<file path="src/sv/cdq_pkg.sv">
// Shared constants, codes and types for the circular deque.
package cdq_pkg;

    localparam int DEPTH   = 8;
    localparam int DATA_W  = 32;
    localparam int IDX_W   = (DEPTH > 1) ? $clog2(DEPTH) : 1;
    localparam int CNT_W   = $clog2(DEPTH + 1);
    localparam int FILL_W  = 4;
    localparam int OP_W    = 2;
    localparam int STAT_W  = 2;
    localparam int M_DATA_W = ((DATA_W + FILL_W + 7) / 8) * 8;

    typedef enum logic [OP_W-1:0] {
        OP_PUSH_FRONT = 2'd0,
        OP_PUSH_REAR  = 2'd1,
        OP_POP_FRONT  = 2'd2,
        OP_POP_REAR   = 2'd3
    } opcode_t;

    typedef enum logic [STAT_W-1:0] {
        ST_DONE      = 2'd0,
        ST_OVERFLOW  = 2'd1,
        ST_UNDERFLOW = 2'd2
    } status_t;

    typedef struct packed {
        logic             push_front;
        logic             push_rear;
        logic             pop_front;
        logic [CNT_W-1:0] count;
    } cell_ctrl_t;

endpackage

</file>
<file path="src/sv/cdq_cell.sv">
// One storage cell of the deque row; shifts with its neighbors on front operations.
module cdq_cell (
    input  logic                         aclk,
    input  cdq_pkg::cell_ctrl_t          ctrl,
    input  logic [cdq_pkg::IDX_W-1:0]    cell_idx,
    input  logic [cdq_pkg::DATA_W-1:0]   push_value,
    input  logic [cdq_pkg::DATA_W-1:0]   left_data,
    input  logic [cdq_pkg::DATA_W-1:0]   right_data,
    output logic [cdq_pkg::DATA_W-1:0]   cell_data,
    output logic [cdq_pkg::DATA_W-1:0]   rear_tap
);

    logic [cdq_pkg::DATA_W-1:0] data_reg;
    logic [cdq_pkg::DATA_W-1:0] data_next;
    logic [cdq_pkg::CNT_W-1:0]  my_pos;
    logic                       is_rear;

    assign my_pos  = cdq_pkg::CNT_W'(cell_idx);
    assign is_rear = (ctrl.count == my_pos + cdq_pkg::CNT_W'(1));

    always_comb begin
        data_next = data_reg;
        if (ctrl.push_front) begin
            data_next = left_data;
        end else if (ctrl.push_rear && (ctrl.count == my_pos)) begin
            data_next = push_value;
        end else if (ctrl.pop_front) begin
            data_next = right_data;
        end
    end

    always_ff @(posedge aclk) begin
        data_reg <= data_next;
    end

    assign cell_data = data_reg;
    assign rear_tap  = is_rear ? data_reg : '0;

endmodule

</file>
<file path="src/sv/circular_deque.sv">
// Top level of the circular deque: a row of shifting cells with a registered result stage.
// An accepted transaction's result is registered and shown on the master side next cycle.
// Throughput: one per cycle while results are taken, as the single output register frees.
// The count register and the cell row update in the cycle a transaction is accepted.
// Reset (aresetn low, synchronous) empties the deque and drops any pending result.
// Cell contents are not cleared; only entries below the count are ever read.
module circular_deque (
    input  logic                           aclk,
    input  logic                           aresetn,
    input  logic                           s_tvalid,
    output logic                           s_tready,
    input  logic [cdq_pkg::DATA_W-1:0]     s_tdata,   // push_value[31:0]
    input  logic [cdq_pkg::OP_W-1:0]       s_tuser,   // opcode[1:0]
    output logic                           m_tvalid,
    input  logic                           m_tready,
    output logic [cdq_pkg::M_DATA_W-1:0]   m_tdata,   // pop_value[31:0], fill_count[35:32]
    output logic [cdq_pkg::STAT_W-1:0]     m_tuser    // status[1:0]
);

    logic                                     accept;
    cdq_pkg::opcode_t                         opcode;
    cdq_pkg::cell_ctrl_t                      ctrl;
    logic                                     full;
    logic                                     empty;
    logic [cdq_pkg::DEPTH-1:0][cdq_pkg::DATA_W-1:0] cell_data;
    logic [cdq_pkg::DEPTH-1:0][cdq_pkg::DATA_W-1:0] rear_tap;
    logic [cdq_pkg::DATA_W-1:0]               rear_value;

    logic [cdq_pkg::CNT_W-1:0]   count_reg;
    logic [cdq_pkg::CNT_W-1:0]   count_next;
    logic                        out_valid_reg;
    logic                        out_valid_next;
    logic [cdq_pkg::DATA_W-1:0]  pop_value_reg;
    logic [cdq_pkg::DATA_W-1:0]  pop_value_next;
    cdq_pkg::status_t            status_reg;
    cdq_pkg::status_t            status_next;

    assign s_tready = !out_valid_reg || m_tready;
    assign accept   = s_tvalid && s_tready;
    assign opcode   = cdq_pkg::opcode_t'(s_tuser);
    assign full     = (count_reg == cdq_pkg::CNT_W'(cdq_pkg::DEPTH));
    assign empty    = (count_reg == '0);

    assign ctrl.push_front = accept && (opcode == cdq_pkg::OP_PUSH_FRONT) && !full;
    assign ctrl.push_rear  = accept && (opcode == cdq_pkg::OP_PUSH_REAR) && !full;
    assign ctrl.pop_front  = accept && (opcode == cdq_pkg::OP_POP_FRONT) && !empty;
    assign ctrl.count      = count_reg;

    for (genvar i = 0; i < cdq_pkg::DEPTH; i++) begin : g_cell
        logic [cdq_pkg::DATA_W-1:0] left_data;
        logic [cdq_pkg::DATA_W-1:0] right_data;
        if (i == 0) begin : g_first
            assign left_data = s_tdata;
        end else begin : g_left
            assign left_data = cell_data[i-1];
        end
        if (i == cdq_pkg::DEPTH - 1) begin : g_last
            assign right_data = cell_data[i];
        end else begin : g_right
            assign right_data = cell_data[i+1];
        end
        cdq_cell u_cell (
            .aclk       (aclk),
            .ctrl       (ctrl),
            .cell_idx   (cdq_pkg::IDX_W'(i)),
            .push_value (s_tdata),
            .left_data  (left_data),
            .right_data (right_data),
            .cell_data  (cell_data[i]),
            .rear_tap   (rear_tap[i])
        );
    end

    always_comb begin
        rear_value = '0;
        for (int k = 0; k < cdq_pkg::DEPTH; k++) begin
            rear_value = rear_value | rear_tap[k];
        end
    end

    always_comb begin
        count_next     = count_reg;
        pop_value_next = pop_value_reg;
        status_next    = status_reg;
        out_valid_next = out_valid_reg && !m_tready;
        if (accept) begin
            out_valid_next = 1'b1;
            pop_value_next = '0;
            status_next    = cdq_pkg::ST_DONE;
            case (opcode)
                cdq_pkg::OP_PUSH_FRONT, cdq_pkg::OP_PUSH_REAR: begin
                    if (full) begin
                        status_next = cdq_pkg::ST_OVERFLOW;
                    end else begin
                        count_next = count_reg + cdq_pkg::CNT_W'(1);
                    end
                end
                cdq_pkg::OP_POP_FRONT: begin
                    if (empty) begin
                        status_next = cdq_pkg::ST_UNDERFLOW;
                    end else begin
                        pop_value_next = cell_data[0];
                        count_next     = count_reg - cdq_pkg::CNT_W'(1);
                    end
                end
                cdq_pkg::OP_POP_REAR: begin
                    if (empty) begin
                        status_next = cdq_pkg::ST_UNDERFLOW;
                    end else begin
                        pop_value_next = rear_value;
                        count_next     = count_reg - cdq_pkg::CNT_W'(1);
                    end
                end
                default: begin
                    status_next = cdq_pkg::ST_DONE;
                end
            endcase
        end
    end

    always_ff @(posedge aclk) begin
        if (!aresetn) begin
            count_reg     <= '0;
            out_valid_reg <= 1'b0;
        end else begin
            count_reg     <= count_next;
            out_valid_reg <= out_valid_next;
        end
    end

    always_ff @(posedge aclk) begin
        pop_value_reg <= pop_value_next;
        status_reg    <= status_next;
    end

    logic [cdq_pkg::FILL_W-1:0] fill_reg;
    always_ff @(posedge aclk) begin
        if (accept) begin
            fill_reg <= cdq_pkg::FILL_W'(count_next);
        end
    end

    assign m_tvalid = out_valid_reg;
    assign m_tdata  = cdq_pkg::M_DATA_W'({fill_reg, pop_value_reg});
    assign m_tuser  = status_reg;

endmodule

</file>
<file path="config.mk">
export PLATFORM = sky130hd
export DESIGN_NAME = circular_deque
export DESIGN_NICKNAME = d
export VERILOG_FILES = /design/src/sv/cdq_pkg.sv /design/src/sv/cdq_cell.sv /design/src/sv/circular_deque.sv
export SDC_FILE = /design/constraint.sdc
export NUM_CORES = 1
export LEC_CHECK = 0
export BUFFER_PORTS_ARGS = -buffer_cell sky130_fd_sc_hd__buf_2
export CAP_MARGIN = 20
export CORE_MARGIN = 5
export CORE_UTILIZATION = 40
export DETAILED_ROUTE_END_ITERATION = 7
export PLACE_DENSITY = 0.7
export SETUP_SLACK_MARGIN = 0.2
export SLEW_MARGIN = 10
export SYNTH_ARGS = -nofsm -noshare
export SYNTH_HDL_FRONTEND = slang
export SYNTH_SLANG_ARGS = --single-unit
</file>
<file path="constraint.sdc">
create_clock -name aclk -period 4.55 [get_ports aclk]
set_input_delay 0.455 -clock aclk [delete_from_list [all_inputs] [get_ports aclk]]
set_output_delay 0.455 -clock aclk [all_outputs]
set_load 0.03 [all_outputs]
</file>
==> out/metrics.yaml <==
synth:
  synth.most_common_cell: "edfxtp_1"
  ys_ff_latch: 299
  ys_types: 67
  synthTopCellsByCount: "edfxtp_1, o22ai_1, inv_1"
  yosysTopAreaCell: "edfxtp_1"
  syn_avg_cell_area_um2: 10.93
  ys.flop_type: "edfxtp_1"
  synth_area_um2: 16780
  ys_async_sr_fraction: 0
  yosys_warnings: 0
  post-synth-top-area-fraction: 0.5261
  synth_area_leaders: "edfxtp_1, a22o_1, o22ai_1"
  synth_edf_count: 294
  yosysSeqAreaShare: 0.5321
  syn_inst: 1536
timing:
  drv_slew: 0
  timing.fmax_mhz: 266.8
  setup_violations: 0
  rsz0062_at_grt: "false"
  max_slew_margin: 0.2476
  setup_tns_ns: 0
  period_share: 0.8237
  whs_ns: 0.2100
  skew_ns: 0.02414
  finalCriticalPeriod_ns: 3.748
  final_hold_viol_count: 0
  worstMarginPinSlew_ns: 1.126
drt:
  postRouteAntennaNets: 0
  first_pass_iters: 6
  dr.first_iter.drc_count: 2126
  viasPerCell: 6.833
  drc: 0
  drt-total-wl_um: 58260
  num_vias: 14400
  wire_per_inst_um: 27.64
critical_path:
  ff2ff_path_depth: 8
  rr_endpoint: "g_cell[4].u_cell.cell_data[20]"
  crit_path_end_kind: "register"
  reg2reg_from: "count_reg[0]"
  crit_path_start_kind: "register"
  cp.required_ns: 4.81
  worstSetupPathType: "register to register"
  cp_max_fo: 33
  critical_path_arrival_ns: 4.01
  r2r_setup_slack_ns: 0.80
clocking:
  clk-insertion-delay-late_ns: 0.54
  post_cts.repair.setup_buffers: 0
  cts_tree: "yes"
  ctsHoldBuffers: 0
  cts.sinks: 299
  clockRootBuffer: "clkbuf_16"
  cts_buffer_depth: 3
  numCtsBuffers: 34
  ctsResizeCount: 0
  cts_max_level: 2
  clk_pin_slew_ns: 0.06
placement:
  dp_hpwl_um: 33460
  place_area_um2: 17750
  gp_congestion: 0.8802
  io_buffer_count: 77
  dp.cells: 2049
power_and_ir_drop:
  comb_power_share: 0.199
  powerDensity_nw_per_um2: 405.6
  peakVddDrop_v: 0.0002383
  p_sw_mw: 2.311
  p_clk_frac: 0.349
  sw_frac_of_total: 0.3029
  internal_power_mw: 5.318
  power_leakage_nw: 6.677
  pwr-share-seq: 0.453
floorplan:
  ioPinCount: 82
  start_util: 0.4019
  die_width_um: 214.8
  num_rows: 75
  dieArea_um2: 46150
  die_height_um: 214.8
  core_um2: 41760
global_route:
  grt_max_degree: 139
  grtUsageTotal: 0.2389
  antenna_found_initial: 1
  grt_remaining_overflow: 0
  grt_pass1_wl_um: 86640
  grt_pass1_vias: 13720
final_layout:
  final_area_um2: 18810
  largest_reg_flops: 256
  drive_gt1_frac: 0.1606
  nFillCells: 3759
  diodes: 0
  fin_nets: 1590
  fin_cells: 2108
  areaGrowthSynthToFinish_pct: 12.09
  final_util: 0.4504
hold_path:
  hold_depth: 2
  hold_class: "input pin to register"
  holdPathEnd: "count_reg[1]"
  hp-start: "aresetn"
run_status:
  outcome: "finished, final reports clean"
run:
  max-cap-violations: 0
==> area by class of cell <==
class | instances | area, um2 | area share
flip-flops and latches | 299 | 8930 | 0.4748
well taps | 539 | 674.4 | 0.03585
multi-input cells | 947 | 6818 | 0.3625
inverters | 136 | 510.5 | 0.02714
clock buffers | 38 | 887.1 | 0.04716
clock inverters | 20 | 147.6 | 0.007849
repair buffers | 129 | 842.1 | 0.04477
==> cells by family after synthesis <==
| kind of cell | share of synthesized area |
|---|---|
| AO/OA/AOI/OAI | 0.2428 |
| AND/OR/NAND/NOR | 0.09767 |
| flip-flops | 0.5321 |
| buffers and inverters | 0.06904 |
| multiplexers | 0.05338 |
| adder cells (fa/ha/maj) | 0.003728 |
| XOR/XNOR | 0.001044 |
| other | 0.0002235 |
==> power groups by stage <==
stage / sequential [mW] / combinational [mW] / clock, mW
final: 3.45 / 1.52 / 2.66
after global routing: 3.47 / 1.59 / 2.80
after CTS: 3.45 / 1.47 / 2.68
after detailed placement: 3.50 / 1.47 / 0
after global placement: 3.50 / 1.44 / 0
after floorplan: 3.54 / 0.890 / 0
==> layer usage <==
| metal | vias up | GRT usage | part of all wire | wire [um] |
|---|---|---|---|---|
| li1 | 6057 | - | - | - |
| met5 | - | 0 | 0.00022 | 13 |
| met1 | 6959 | 0.3201 | 0.38 | 21970 |
| met4 | 2 | 0.1134 | 0.052 | 3044 |
| met3 | 214 | 0.06122 | 0.13 | 7632 |
| met2 | 1171 | 0.3645 | 0.44 | 25590 |
==> cell usage in the layout (no fill, tap or decap), types with 15 or more instances in the layout <==
master / synthesis / layout
o21ai_0: 50 / 46
nor2_1: 25 / 25
edfxtp_1: 294 / 294
a22oi_1: 38 / 38
nor2b_1: 32 / 32
a222oi_1: 15 / 15
a22o_1: 119 / 119
nand2_1: 122 / 120
mux2_2: 39 / 39
o22ai_1: 141 / 141
a32oi_1: 76 / 76
buf_2: 22 / 76
mux2_1: 29 / 29
nand3b_1: 22 / 22
clkbuf_16: 0 / 35
buf_4: 8 / 47
a21oi_1: 30 / 28
inv_1: 135 / 134
and2_1: 17 / 17
nand3_1: 43 / 43
==> through the flow <==
stage	total power [mW]	worst slack [ns]
2_1_floorplan	4.426	-0.05548
3_3_place_gp	4.936	0.9328
3_5_place_dp	4.969	0.8615
4_1_cts	7.604	0.8631
5_1_grt	7.857	0.7538
6_report	7.629	0.8022
==> how the worst max path moves through the flow <==
| stage | slack [ns] | depth (start not counted) | to | startpoint |
|---|---|---|---|---|
| 2_1_floorplan | -0.06 | 9 | g_cell[1].u_cell.cell_data[0] | count_reg[0] |
| 3_3_place_gp | 0.93 | 7 | g_cell[7].u_cell.cell_data[0] | count_reg[0] |
| 3_5_place_dp | 0.86 | 7 | g_cell[7].u_cell.cell_data[0] | count_reg[0] |
| 4_1_cts | 0.86 | 7 | g_cell[7].u_cell.cell_data[1] | count_reg[0] |
| 5_1_grt | 0.75 | 8 | g_cell[4].u_cell.cell_data[7] | count_reg[0] |
| 6_report | 0.80 | 8 | g_cell[4].u_cell.cell_data[20] | count_reg[0] |
==> worst max-delay path: stages (launching register included) <==
cell,delay [ns]
dfxtp_1,0.43
inv_1,0.13
ha_1,0.23
and3b_1,0.17
buf_4,0.21
or4_2,1.07
a21oi_4,0.68
buf_4,0.40
o21ai_0,0.15
Power figures use the tool's default switching activity.
